File: config.mk
export PLATFORM = sky130hd
export DESIGN_NAME = integer_to_text_formatter_flat
export DESIGN_NICKNAME = d
export VERILOG_FILES = /design/src/rtl/itf_pkg.sv /design/src/rtl/itf_req_if.sv /design/src/rtl/itf_char_if.sv /design/src/rtl/itf_digit_unit.sv /design/src/rtl/integer_to_text_formatter.sv /design/src/flat_wrapper.sv
export SDC_FILE = /design/constraint.sdc
export NUM_CORES = 1
export LEC_CHECK = 0
export BUFFER_PORTS_ARGS = -buffer_cell sky130_fd_sc_hd__buf_2
export CAP_MARGIN = 40
export CORE_UTILIZATION = 50
export DETAILED_ROUTE_END_ITERATION = 10
export GPL_ROUTABILITY_DRIVEN = 0
export PLACE_DENSITY_LB_ADDON = 0.1
export SLEW_MARGIN = 20
export SYNTH_ARGS = -nofsm -noshare
export SYNTH_HDL_FRONTEND = slang
export SYNTH_SLANG_ARGS = --single-unit
File: constraint.sdc
create_clock -name clk -period 7.2 [get_ports clk]
set_clock_uncertainty 0.1 [all_clocks]
set_input_delay 0.36 -clock clk [delete_from_list [all_inputs] [get_ports clk]]
set_output_delay 0.36 -clock clk [all_outputs]
set_load 0.1 [all_outputs]
File: src/rtl/itf_pkg.sv
// Shared constants, types and helper functions of the integer-to-text formatter.
// Used by the digit unit, the top level and the testbench; depends on nothing.
package itf_pkg;

    localparam int VALUE_BITS  = 32;
    localparam int MAX_FIELD   = 60;
    localparam int MAX_RESULTS = 63;

    // Digit counts per radix for a VALUE_BITS-bit magnitude
    localparam int ND_BIN = VALUE_BITS;
    localparam int ND_OCT = (VALUE_BITS + 2) / 3;
    localparam int ND_HEX = (VALUE_BITS + 3) / 4;
    localparam int ND_DEC = ((VALUE_BITS * 1233) >> 12) + 1;

    function automatic int imax(input int a, input int b);
        return (a > b) ? a : b;
    endfunction

    localparam int DIG_W  = imax(imax(ND_BIN, 3 * ND_OCT), imax(4 * ND_HEX, 4 * ND_DEC));
    localparam int CNT_W  = $clog2(DIG_W + 1);
    localparam int LEFT_W = $clog2(MAX_RESULTS + 1);

    localparam logic [1:0] RADIX_BIN = 2'd0;
    localparam logic [1:0] RADIX_OCT = 2'd1;
    localparam logic [1:0] RADIX_DEC = 2'd2;
    localparam logic [1:0] RADIX_HEX = 2'd3;

    localparam logic [7:0] CH_SPACE = 8'h20;
    localparam logic [7:0] CH_PLUS  = 8'h2B;
    localparam logic [7:0] CH_MINUS = 8'h2D;
    localparam logic [7:0] CH_ZERO  = 8'h30;
    localparam logic [7:0] CH_UA    = 8'h41;
    localparam logic [7:0] CH_UX    = 8'h58;
    localparam logic [7:0] CH_LA    = 8'h61;
    localparam logic [7:0] CH_LB    = 8'h62;
    localparam logic [7:0] CH_LX    = 8'h78;

    typedef struct packed {
        logic                  load;
        logic [1:0]            radix;
        logic [VALUE_BITS-1:0] mag;
        logic                  take;
    } dig_cmd_t;

    typedef struct packed {
        logic             done;
        logic [CNT_W-1:0] count;
        logic [3:0]       top;
    } dig_stat_t;

    function automatic logic [5:0] sat_field(input logic [5:0] v);
        return (v > 6'(MAX_FIELD)) ? 6'(MAX_FIELD) : v;
    endfunction

    function automatic logic [7:0] digit_char(input logic [3:0] d, input logic lower);
        logic [7:0] base;
        base = lower ? CH_LA : CH_UA;
        if (d < 4'd10)
            return CH_ZERO + 8'(d);
        else
            return base + 8'(d) - 8'd10;
    endfunction

endpackage

File: src/rtl/itf_req_if.sv
// Request channel of the integer-to-text formatter: one conversion per transaction.
// Standalone; valid/ready handshake with the request payload.
interface itf_req_if;
    logic       valid;
    logic       ready;
    logic [31:0] value;
    logic       num_signed;
    logic [1:0] radix_sel;
    logic       left_justify;
    logic       force_plus;
    logic       space_sign;
    logic       zero_fill;
    logic       alt_prefix;
    logic       lower_hex;
    logic [5:0] field_width;
    logic [5:0] min_digits;

    modport source (
        output valid, value, num_signed, radix_sel, left_justify, force_plus,
               space_sign, zero_fill, alt_prefix, lower_hex, field_width, min_digits,
        input  ready
    );
    modport sink (
        input  valid, value, num_signed, radix_sel, left_justify, force_plus,
               space_sign, zero_fill, alt_prefix, lower_hex, field_width, min_digits,
        output ready
    );
endinterface

File: src/rtl/itf_char_if.sv
// Character channel of the integer-to-text formatter: one character per transaction.
// Standalone; valid/ready handshake with the character payload.
interface itf_char_if;
    logic       valid;
    logic       ready;
    logic [7:0] out_char;
    logic       last_char;

    modport source (
        output valid, out_char, last_char,
        input  ready
    );
    modport sink (
        input  valid, out_char, last_char,
        output ready
    );
endinterface

File: src/rtl/itf_digit_unit.sv
// Digit unit: bit-serial binary-to-BCD conversion, leading-zero strip and digit shift-out.
// Depends on itf_pkg.
module itf_digit_unit (
    input  logic             clk,
    input  logic             rst_n,
    input  itf_pkg::dig_cmd_t  cmd,
    output itf_pkg::dig_stat_t stat
);
    import itf_pkg::*;

    typedef enum logic [1:0] {D_IDLE, D_CONV, D_NORM, D_DONE} dstate_t;

    dstate_t               st_reg, st_next;
    logic [CNT_W-1:0]      cnt_reg, cnt_next;
    logic [1:0]            radix_reg, radix_next;
    logic [DIG_W-1:0]      dig_reg, dig_next;
    logic [VALUE_BITS-1:0] bin_reg, bin_next;

    logic [3:0]       top_digit;
    logic [DIG_W-1:0] dig_shift;
    logic [DIG_W-1:0] dig_adj;
    logic [CNT_W-1:0] load_cnt;

    always_comb
    begin
        case (radix_reg)
            RADIX_BIN: top_digit = {3'b000, dig_reg[ND_BIN-1]};
            RADIX_OCT: top_digit = {1'b0, dig_reg[3*ND_OCT-1 -: 3]};
            RADIX_HEX: top_digit = dig_reg[4*ND_HEX-1 -: 4];
            default:   top_digit = dig_reg[4*ND_DEC-1 -: 4];
        endcase
    end

    always_comb
    begin
        case (radix_reg)
            RADIX_BIN: dig_shift = dig_reg << 1;
            RADIX_OCT: dig_shift = dig_reg << 3;
            default:   dig_shift = dig_reg << 4;
        endcase
    end

    // add 3 to every BCD digit of 5 or more before the next shift
    always_comb
    begin
        dig_adj = dig_reg;
        for (int i = 0; i < ND_DEC; i++)
        begin
            if (dig_reg[4*i +: 4] >= 4'd5)
                dig_adj[4*i +: 4] = dig_reg[4*i +: 4] + 4'd3;
        end
    end

    always_comb
    begin
        case (cmd.radix)
            RADIX_BIN: load_cnt = CNT_W'(ND_BIN);
            RADIX_OCT: load_cnt = CNT_W'(ND_OCT);
            default:   load_cnt = CNT_W'(ND_HEX);
        endcase
    end

    always_comb
    begin
        st_next    = st_reg;
        cnt_next   = cnt_reg;
        radix_next = radix_reg;
        dig_next   = dig_reg;
        bin_next   = bin_reg;
        if (cmd.load)
        begin
            radix_next = cmd.radix;
            if (cmd.radix == RADIX_DEC)
            begin
                bin_next = cmd.mag;
                dig_next = '0;
                cnt_next = CNT_W'(VALUE_BITS);
                st_next  = D_CONV;
            end
            else
            begin
                dig_next = DIG_W'(cmd.mag);
                cnt_next = load_cnt;
                st_next  = D_NORM;
            end
        end
        else
        begin
            case (st_reg)
                D_CONV:
                begin
                    dig_next = {dig_adj[DIG_W-2:0], bin_reg[VALUE_BITS-1]};
                    bin_next = bin_reg << 1;
                    cnt_next = cnt_reg - 1'b1;
                    if (cnt_reg == CNT_W'(1))
                    begin
                        cnt_next = CNT_W'(ND_DEC);
                        st_next  = D_NORM;
                    end
                end
                D_NORM:
                begin
                    // drop leading zero digits, keep at least one
                    if (cnt_reg > CNT_W'(1) && top_digit == 4'd0)
                    begin
                        dig_next = dig_shift;
                        cnt_next = cnt_reg - 1'b1;
                    end
                    else
                        st_next = D_DONE;
                end
                D_DONE:
                begin
                    if (cmd.take)
                    begin
                        dig_next = dig_shift;
                        cnt_next = cnt_reg - 1'b1;
                    end
                end
                default:
                begin
                end
            endcase
        end
    end

    always_ff @(posedge clk or negedge rst_n)
    begin
        if (!rst_n)
        begin
            st_reg    <= D_IDLE;
            cnt_reg   <= '0;
            radix_reg <= RADIX_DEC;
        end
        else
        begin
            st_reg    <= st_next;
            cnt_reg   <= cnt_next;
            radix_reg <= radix_next;
        end
    end

    always_ff @(posedge clk)
    begin
        dig_reg <= dig_next;
        bin_reg <= bin_next;
    end

    assign stat.done  = (st_reg == D_DONE);
    assign stat.count = cnt_reg;
    assign stat.top   = top_digit;

    a_take_has_digit: assert property (@(posedge clk) disable iff (!rst_n)
        cmd.take && !cmd.load |-> st_reg == D_DONE && cnt_reg != '0)
        else $error("digit taken with none left");

    a_bcd_digit_range: assert property (@(posedge clk) disable iff (!rst_n)
        st_reg == D_DONE && radix_reg == RADIX_DEC && cnt_reg != '0 |-> top_digit <= 4'd9)
        else $error("decimal digit out of range");

    a_conv_to_norm: assert property (@(posedge clk) disable iff (!rst_n)
        st_reg == D_CONV && cnt_reg == CNT_W'(1) && !cmd.load
        |=> st_reg == D_NORM && cnt_reg == CNT_W'(ND_DEC))
        else $error("conversion did not hand over to normalization");

endmodule

File: src/rtl/integer_to_text_formatter.sv
// Top level of the integer-to-text formatter: request decode, field arithmetic, text output.
// Depends on itf_pkg, itf_req_if, itf_char_if and itf_digit_unit.
//
//   channel  modport  transaction   payload
//   req      sink     one request   value, num_signed, radix_sel, flags, field_width, min_digits
//   text     source   one character out_char, last_char (set on the final character)
//
// A request passes through acceptance, bit-serial BCD conversion (decimal only), a strip
// step per leading zero digit (up to digits - 1) plus one to end the strip, a handoff,
// field arithmetic in ST_CALC and ST_SUM, then one character per cycle (at most
// MAX_RESULTS) while text is not stalled.
// The next request is taken once the final character sits in the output register.
// Reset is asynchronous, active low; no clearing pass follows it.
// A stall on text holds the output register and freezes character generation.
module integer_to_text_formatter (
    input logic       clk,
    input logic       rst_n,
    itf_req_if.sink   req,
    itf_char_if.source text
);
    import itf_pkg::*;

    typedef enum logic [2:0] {ST_IDLE, ST_DIGITS, ST_CALC, ST_SUM, ST_EMIT} state_t;

    state_t            state_reg, state_next;
    logic [1:0]        pre_cnt_reg, pre_cnt_next;
    logic              pre_two_reg, pre_two_next;
    logic [1:0]        radix_reg, radix_next;
    logic              lower_reg, lower_next;
    logic              left_j_reg, left_j_next;
    logic              zero_reg, zero_next;
    logic              sign_pend_reg, sign_pend_next;
    logic [7:0]        sign_ch_reg, sign_ch_next;
    logic [5:0]        wid_reg, wid_next;
    logic [5:0]        prec_reg, prec_next;
    logic [5:0]        zeros_reg, zeros_next;
    logic [5:0]        pad_reg, pad_next;
    logic [LEFT_W-1:0] left_reg, left_next;
    logic              out_valid_reg, out_valid_next;
    logic [7:0]        out_char_reg, out_char_next;
    logic              out_last_reg, out_last_next;

    dig_cmd_t  dcmd;
    dig_stat_t dstat;

    logic [VALUE_BITS-1:0] num;
    logic                  neg;
    logic                  accept;
    logic                  emit_step;
    logic [1:0]            pre_len;
    logic [5:0]            wid_sat;
    logic [7:0]            nd8, prec8, wid8, mx8, fill8, need8, tot8;

    itf_digit_unit u_digits (
        .clk  (clk),
        .rst_n(rst_n),
        .cmd  (dcmd),
        .stat (dstat)
    );

    assign accept    = req.valid && req.ready;
    assign emit_step = !out_valid_reg || text.ready;

    assign num = VALUE_BITS'(req.value);
    assign neg = req.num_signed && (req.radix_sel == RADIX_DEC) && num[VALUE_BITS-1];

    assign pre_len = (req.alt_prefix && req.radix_sel != RADIX_DEC)
                   ? ((req.radix_sel == RADIX_OCT) ? 2'd1 : 2'd2) : 2'd0;
    assign wid_sat = sat_field(req.field_width);

    // field arithmetic on narrow counts
    assign nd8   = 8'(dstat.count);
    assign prec8 = {2'b00, prec_reg};
    assign wid8  = {2'b00, wid_reg};
    assign mx8   = (prec8 > nd8) ? prec8 : nd8;
    assign fill8 = (zero_reg && wid8 > prec8) ? wid8 : prec8;
    assign need8 = mx8 + {7'd0, sign_pend_reg};
    assign tot8  = {6'd0, pre_cnt_reg} + {7'd0, sign_pend_reg} + {2'b00, pad_reg}
                 + {2'b00, zeros_reg} + nd8;

    always_comb
    begin
        dcmd.load  = accept;
        dcmd.radix = req.radix_sel;
        dcmd.mag   = neg ? (~num + 1'b1) : num;
        dcmd.take  = 1'b0;

        state_next     = state_reg;
        pre_cnt_next   = pre_cnt_reg;
        pre_two_next   = pre_two_reg;
        radix_next     = radix_reg;
        lower_next     = lower_reg;
        left_j_next    = left_j_reg;
        zero_next      = zero_reg;
        sign_pend_next = sign_pend_reg;
        sign_ch_next   = sign_ch_reg;
        wid_next       = wid_reg;
        prec_next      = prec_reg;
        zeros_next     = zeros_reg;
        pad_next       = pad_reg;
        left_next      = left_reg;
        out_char_next  = out_char_reg;
        out_last_next  = out_last_reg;
        out_valid_next = out_valid_reg && !text.ready;

        case (state_reg)
            ST_IDLE:
            begin
                if (accept)
                begin
                    pre_cnt_next   = pre_len;
                    pre_two_next   = (req.radix_sel != RADIX_OCT);
                    radix_next     = req.radix_sel;
                    lower_next     = req.lower_hex;
                    left_j_next    = req.left_justify;
                    zero_next      = req.zero_fill;
                    sign_pend_next = neg || req.force_plus || req.space_sign;
                    sign_ch_next   = neg ? CH_MINUS : (req.space_sign ? CH_SPACE : CH_PLUS);
                    wid_next       = (wid_sat > {4'd0, pre_len}) ? wid_sat - {4'd0, pre_len}
                                                                 : 6'd0;
                    prec_next      = sat_field(req.min_digits);
                    state_next     = ST_DIGITS;
                end
            end
            ST_DIGITS:
            begin
                if (dstat.done)
                    state_next = ST_CALC;
            end
            ST_CALC:
            begin
                zeros_next = (fill8 > nd8) ? 6'(fill8 - nd8) : 6'd0;
                pad_next   = (!zero_reg && wid8 > need8) ? 6'(wid8 - need8) : 6'd0;
                state_next = ST_SUM;
            end
            ST_SUM:
            begin
                left_next  = (tot8 > 8'(MAX_RESULTS)) ? LEFT_W'(MAX_RESULTS) : LEFT_W'(tot8);
                state_next = ST_EMIT;
            end
            ST_EMIT:
            begin
                if (emit_step)
                begin
                    if (pre_cnt_reg != 2'd0)
                    begin
                        if (pre_cnt_reg == 2'd2 || !pre_two_reg)
                            out_char_next = CH_ZERO;
                        else if (radix_reg == RADIX_HEX)
                            out_char_next = lower_reg ? CH_LX : CH_UX;
                        else
                            out_char_next = CH_LB;
                        pre_cnt_next = pre_cnt_reg - 1'b1;
                    end
                    else if (sign_pend_reg)
                    begin
                        out_char_next  = sign_ch_reg;
                        sign_pend_next = 1'b0;
                    end
                    else if (!left_j_reg && pad_reg != 6'd0)
                    begin
                        out_char_next = CH_SPACE;
                        pad_next      = pad_reg - 1'b1;
                    end
                    else if (zeros_reg != 6'd0)
                    begin
                        out_char_next = CH_ZERO;
                        zeros_next    = zeros_reg - 1'b1;
                    end
                    else if (dstat.count != '0)
                    begin
                        out_char_next = digit_char(dstat.top, lower_reg);
                        dcmd.take     = 1'b1;
                    end
                    else
                    begin
                        out_char_next = CH_SPACE;
                        pad_next      = pad_reg - 1'b1;
                    end
                    out_valid_next = 1'b1;
                    out_last_next  = (left_reg == LEFT_W'(1));
                    left_next      = left_reg - 1'b1;
                    // drop whatever is left once the character budget is spent
                    if (left_reg == LEFT_W'(1))
                        state_next = ST_IDLE;
                end
            end
            default:
            begin
                state_next = ST_IDLE;
            end
        endcase
    end

    always_ff @(posedge clk or negedge rst_n)
    begin
        if (!rst_n)
        begin
            state_reg     <= ST_IDLE;
            pre_cnt_reg   <= 2'd0;
            pre_two_reg   <= 1'b0;
            radix_reg     <= RADIX_DEC;
            lower_reg     <= 1'b0;
            left_j_reg    <= 1'b0;
            zero_reg      <= 1'b0;
            sign_pend_reg <= 1'b0;
            sign_ch_reg   <= CH_PLUS;
            wid_reg       <= 6'd0;
            prec_reg      <= 6'd0;
            zeros_reg     <= 6'd0;
            pad_reg       <= 6'd0;
            left_reg      <= '0;
            out_valid_reg <= 1'b0;
            out_char_reg  <= CH_SPACE;
            out_last_reg  <= 1'b0;
        end
        else
        begin
            state_reg     <= state_next;
            pre_cnt_reg   <= pre_cnt_next;
            pre_two_reg   <= pre_two_next;
            radix_reg     <= radix_next;
            lower_reg     <= lower_next;
            left_j_reg    <= left_j_next;
            zero_reg      <= zero_next;
            sign_pend_reg <= sign_pend_next;
            sign_ch_reg   <= sign_ch_next;
            wid_reg       <= wid_next;
            prec_reg      <= prec_next;
            zeros_reg     <= zeros_next;
            pad_reg       <= pad_next;
            left_reg      <= left_next;
            out_valid_reg <= out_valid_next;
            out_char_reg  <= out_char_next;
            out_last_reg  <= out_last_next;
        end
    end

    assign req.ready      = (state_reg == ST_IDLE);
    assign text.valid     = out_valid_reg;
    assign text.out_char  = out_char_reg;
    assign text.last_char = out_last_reg;

    a_busy_after_accept: assert property (@(posedge clk) disable iff (!rst_n)
        accept |=> !req.ready)
        else $error("request taken while a conversion is in flight");

    a_budget_nonzero: assert property (@(posedge clk) disable iff (!rst_n)
        state_reg == ST_EMIT |-> left_reg != '0)
        else $error("emitting with an empty character budget");

    a_last_ends_item: assert property (@(posedge clk) disable iff (!rst_n)
        state_reg == ST_EMIT && emit_step && left_reg == LEFT_W'(1)
        |=> state_reg == ST_IDLE && text.valid && text.last_char)
        else $error("final character did not close the conversion");

endmodule

File: src/flat_wrapper.sv
// flat-port wrapper written by rule: the top's interface ports become plain ports
module integer_to_text_formatter_flat import itf_pkg::*;
  (clk, rst_n, req_valid, req_value, req_num_signed, req_radix_sel, req_left_justify, req_force_plus, req_space_sign, req_zero_fill, req_alt_prefix, req_lower_hex, req_field_width, req_min_digits, req_ready, text_valid, text_out_char, text_last_char, text_ready);
  itf_req_if req_i ();
  itf_char_if text_i ();
  input logic clk;
  input logic rst_n;
  input wire logic [$bits(req_i.valid)-1:0] req_valid;
  input wire logic [$bits(req_i.value)-1:0] req_value;
  input wire logic [$bits(req_i.num_signed)-1:0] req_num_signed;
  input wire logic [$bits(req_i.radix_sel)-1:0] req_radix_sel;
  input wire logic [$bits(req_i.left_justify)-1:0] req_left_justify;
  input wire logic [$bits(req_i.force_plus)-1:0] req_force_plus;
  input wire logic [$bits(req_i.space_sign)-1:0] req_space_sign;
  input wire logic [$bits(req_i.zero_fill)-1:0] req_zero_fill;
  input wire logic [$bits(req_i.alt_prefix)-1:0] req_alt_prefix;
  input wire logic [$bits(req_i.lower_hex)-1:0] req_lower_hex;
  input wire logic [$bits(req_i.field_width)-1:0] req_field_width;
  input wire logic [$bits(req_i.min_digits)-1:0] req_min_digits;
  output wire logic [$bits(req_i.ready)-1:0] req_ready;
  output wire logic [$bits(text_i.valid)-1:0] text_valid;
  output wire logic [$bits(text_i.out_char)-1:0] text_out_char;
  output wire logic [$bits(text_i.last_char)-1:0] text_last_char;
  input wire logic [$bits(text_i.ready)-1:0] text_ready;
  assign req_i.valid = req_valid;
  assign req_i.value = req_value;
  assign req_i.num_signed = req_num_signed;
  assign req_i.radix_sel = req_radix_sel;
  assign req_i.left_justify = req_left_justify;
  assign req_i.force_plus = req_force_plus;
  assign req_i.space_sign = req_space_sign;
  assign req_i.zero_fill = req_zero_fill;
  assign req_i.alt_prefix = req_alt_prefix;
  assign req_i.lower_hex = req_lower_hex;
  assign req_i.field_width = req_field_width;
  assign req_i.min_digits = req_min_digits;
  assign req_ready = req_i.ready;
  assign text_valid = text_i.valid;
  assign text_out_char = text_i.out_char;
  assign text_last_char = text_i.last_char;
  assign text_i.ready = text_ready;
  integer_to_text_formatter u_core (.clk(clk), .rst_n(rst_n), .req(req_i), .text(text_i));
endmodule
==> metrics.csv <==
metric,value,unit
initialDrtViolationCount,650,
wl,28.2,mm
max-cap-violations,0,
synth_edf_count,72,
ctsHoldBuffers,0,
fin_util,56.7,%
root_buffer,clkbuf_16,
htree_levels,4,
syn_avg_cell_area,8.45,sq um
multiInputGateArea,0.00647,sq mm
crit_end,u_core.pad_reg[1],
io_pins,68,
clkPwrFrac,13.3,%
syn_area,0.0107,sq mm
reg2reg_setup_slack,2150,ps
slew_viol_final,0,
hp-class,input port to register,
cp.required,7430,ps
rsz0062_at_grt,no,
hold_start,req_space_sign,
outcome,"complete, no violations",
power.density,548,mW/mm^2
dpl_worst_slack,2240,ps
design.core.area,0.0210,sq mm
synth_cell_types,75,
place_area,0.0112,sq mm
leakagePower,4.82,nW
drc_errors,0,
hold_violations,0,
p_switching,3.20,mW
p_seq_share,26.7,%
max_slew_margin,34.8,%
fin_setup_tns,0,ps
end_kind,register,
nNetsFinal,1445,
rows,53,
cpMostUsedCell,ha_1,
grt_pass1_vias,9018,
crit_path_max_fanout,14,
setup_ws,2150,ps
grt-ovfl-total,0,
start_kind,register,
cts_num_sinks,134,
area_growth,11.2,%
crit_arrival,5280,ps
ys_ff_latch,134,
synth-main-ff-cell,edfxtp_1,
wire_per_inst,17.8,um
async_flop_share,46.3,%
cts_tree,done,
viasPerCell,5.86,
ys.warnings.count,0,
die-area,0.0220,sq mm
dr.pass1.iters,5,
cp-startpoint,u_core.u_digits.cnt_reg[2],
cts_buffer_depth,2,
n_antenna_cell,0,
cts_setup_buffers,0,
ff2ff_path_depth,19,
drtAntennaViolNets,0,
syn_nets,1409,
syn-instance-count,1265,
critPathKind,register to register,
netSwitchingFraction,49.2,%
internal-power,3.31,mW
path_clk_slew,70,ps
port_buffers,66,
drive_gt1_share,11.4,%
p_comb_share,60.0,%
max_freq,0.198,GHz
fp.dieW,148,um
vdd_drop_max,244,uV
seq_area_frac_synth,34.8,%
report.final.setup_viol,0,
numCtsBuffers,17,
crit_chain,inv_1 -> ha_1 -> and4_1 -> o21ai_0 -> a32oi_1 -> nand2_1 -> o21ai_0 -> ha_1 -> ha_1 -> nand3_1 -> xnor2_1 -> nor2_1 -> a21oi_1 -> ha_1 -> and4_1 -> a311o_1 -> a21oi_1 -> o211ai_1 -> o221ai_1,
min_period,5050,ps
fillerInstances,1997,
grt_pass1_wl,46.2,mm
dr_total_vias,9314,
worstReg2RegStart,u_core.u_digits.cnt_reg[2],
slowest_delay,790,ps
initial_core_util,51.0,%
die_h,148,um
hpwlAfterDp,20.1,mm
tightest_slew,979,ps
cts_resized,0,
r2r_end,u_core.pad_reg[1],
fin_crit_sh,70.1,%
cp_slowest_cell,a32oi_1,
final_area,0.0119,sq mm
grt_max_degree,84,
antenna_found_initial,1,
grt_use_total,26.7,%
regArea,0.00372,sq mm
finalPower,6.51,mW
insertion_delay,430,ps
largest_register_ffs,40,
[metal layers]
metal | track usage [%] | up-vias | routed length, um
li1 | - | 4648 | -
met5 | 0 | - | 11
met4 | 9.95 | 2 | 726
met1 | 34.2 | 4437 | 12600
met3 | 4.11 | 48 | 971
met2 | 45.6 | 179 | 13900
[area by class of cell]
| class | instances | area share, % |
|---|---|---|
| clock buffers | 17 | 3.58 |
| multi-input cells | 995 | 54.4 |
| flip-flops and latches | 134 | 31.3 |
| well taps | 275 | 2.89 |
| repair buffers | 83 | 4.33 |
| inverters | 70 | 2.21 |
| clock inverters | 15 | 1.26 |
[worst min path at each step]
stage                                  endpoint  slack (ps)  depth (start not counted)
after floorplan               u_core.left_j_reg         -40                          0
after global placement    u_core.sign_ch_reg[1]         370                          2
final                     u_core.sign_ch_reg[0]          10                          2
after CTS                 u_core.sign_ch_reg[0]           3                          2
after global routing      u_core.sign_ch_reg[0]          10                          2
after detailed placement  u_core.text.last_char         370                          2
[Yosys cell counts (4+ instances only)]
cell	count	area [sq um]
o21bai_1	6	45.0
nand3b_1	5	37.5
nor3b_1	18	135
nor2b_1	15	93.8
dfstp_2	4	105
nand4_1	9	56.3
xnor2_1	40	350
o211ai_1	8	60.1
mux2_2	7	78.8
a31oi_1	14	87.6
xor2_1	18	158
fa_1	12	240
nor2_1	103	387
a21o_1	7	52.6
o221a_2	4	45.0
o31ai_1	13	97.6
and2_1	7	43.8
and4_1	4	35.0
o21ai_0	128	641
buf_1	13	48.8
ha_1	75	938
inv_1	70	263
a211oi_1	36	270
nand2_1	140	526
o21a_1	10	75.1
o22ai_1	10	62.6
clkbuf_1	49	184
nand3_1	47	235
a21oi_1	120	601
nor3_1	26	130
dfrtp_1	58	1450
nand2b_1	18	113
edfxtp_1	72	2160
mux2i_1	32	320
[logic make-up (layout without fill, tap and decap cells)]
family | Yosys count | after routing | share of synthesized area (%)
and+or+nand+nor | 416 | 416 | 18.5
AOI/OAI and AO/OA | 393 | 393 | 22.0
buffers and inverters | 136 | 185 | 4.85
DFF | 134 | 134 | 34.8
adders and majority gates | 87 | 87 | 11.0
xor gates and xnor gates | 58 | 58 | 4.75
muxes | 40 | 40 | 3.95
other | 1 | 1 | 0.0351
[stage by stage]
| step | cells | hold slack [ps] |
|---|---|---|
| floorplan | 1265 | -35.6 |
| global placement | 1551 | 367 |
| detailed placement | 1553 | 370 |
| CTS | 1585 | 3.42 |
| global route | 1589 | 11.5 |
| finish | 1589 | 14.6 |
[power by group through the flow]
stage | Clock (mW) | Combinational (mW) | Sequential [mW]
after floorplan | 0 | 2.91 | 1.70
after global placement | 0 | 3.78 | 1.74
after detailed placement | 0 | 3.86 | 1.74
after CTS | 0.885 | 3.89 | 1.73
after global routing | 0.914 | 4.41 | 1.79
final | 0.867 | 3.91 | 1.74
[layout by cell type, fill, tap and decap left out, drive strengths merged, types with 8 or more instances in the layout]
cell type / Yosys / layout
edfxtp: 72 / 72
a211oi: 36 / 36
nand3: 47 / 47
mux2i: 32 / 32
a31oi: 14 / 14
a21oi: 120 / 120
o22ai: 10 / 10
inv: 70 / 81
nand2: 140 / 140
o21a: 10 / 10
nor3: 26 / 26
nand4: 9 / 9
xnor2: 40 / 40
buf: 17 / 82
nor2: 103 / 103
nor3b: 18 / 18
clkbuf: 49 / 17
xor2: 18 / 18
o211ai: 8 / 8
ha: 75 / 75
fa: 12 / 12
nand2b: 18 / 18
o31ai: 13 / 13
dfrtp: 58 / 58
o21ai: 132 / 132
nor2b: 15 / 15
[critical path, delay by kind of cell (launching register included)]
kind | cells | cell delay, ps
flops | 1 | 510
fa+ha+maj | 4 | 1140
compound gates | 8 | 2130
buf+inv | 1 | 230
simple gates | 5 | 680
xor+xnor | 1 | 170
Note: power is estimated with default switching activity, not from simulation.
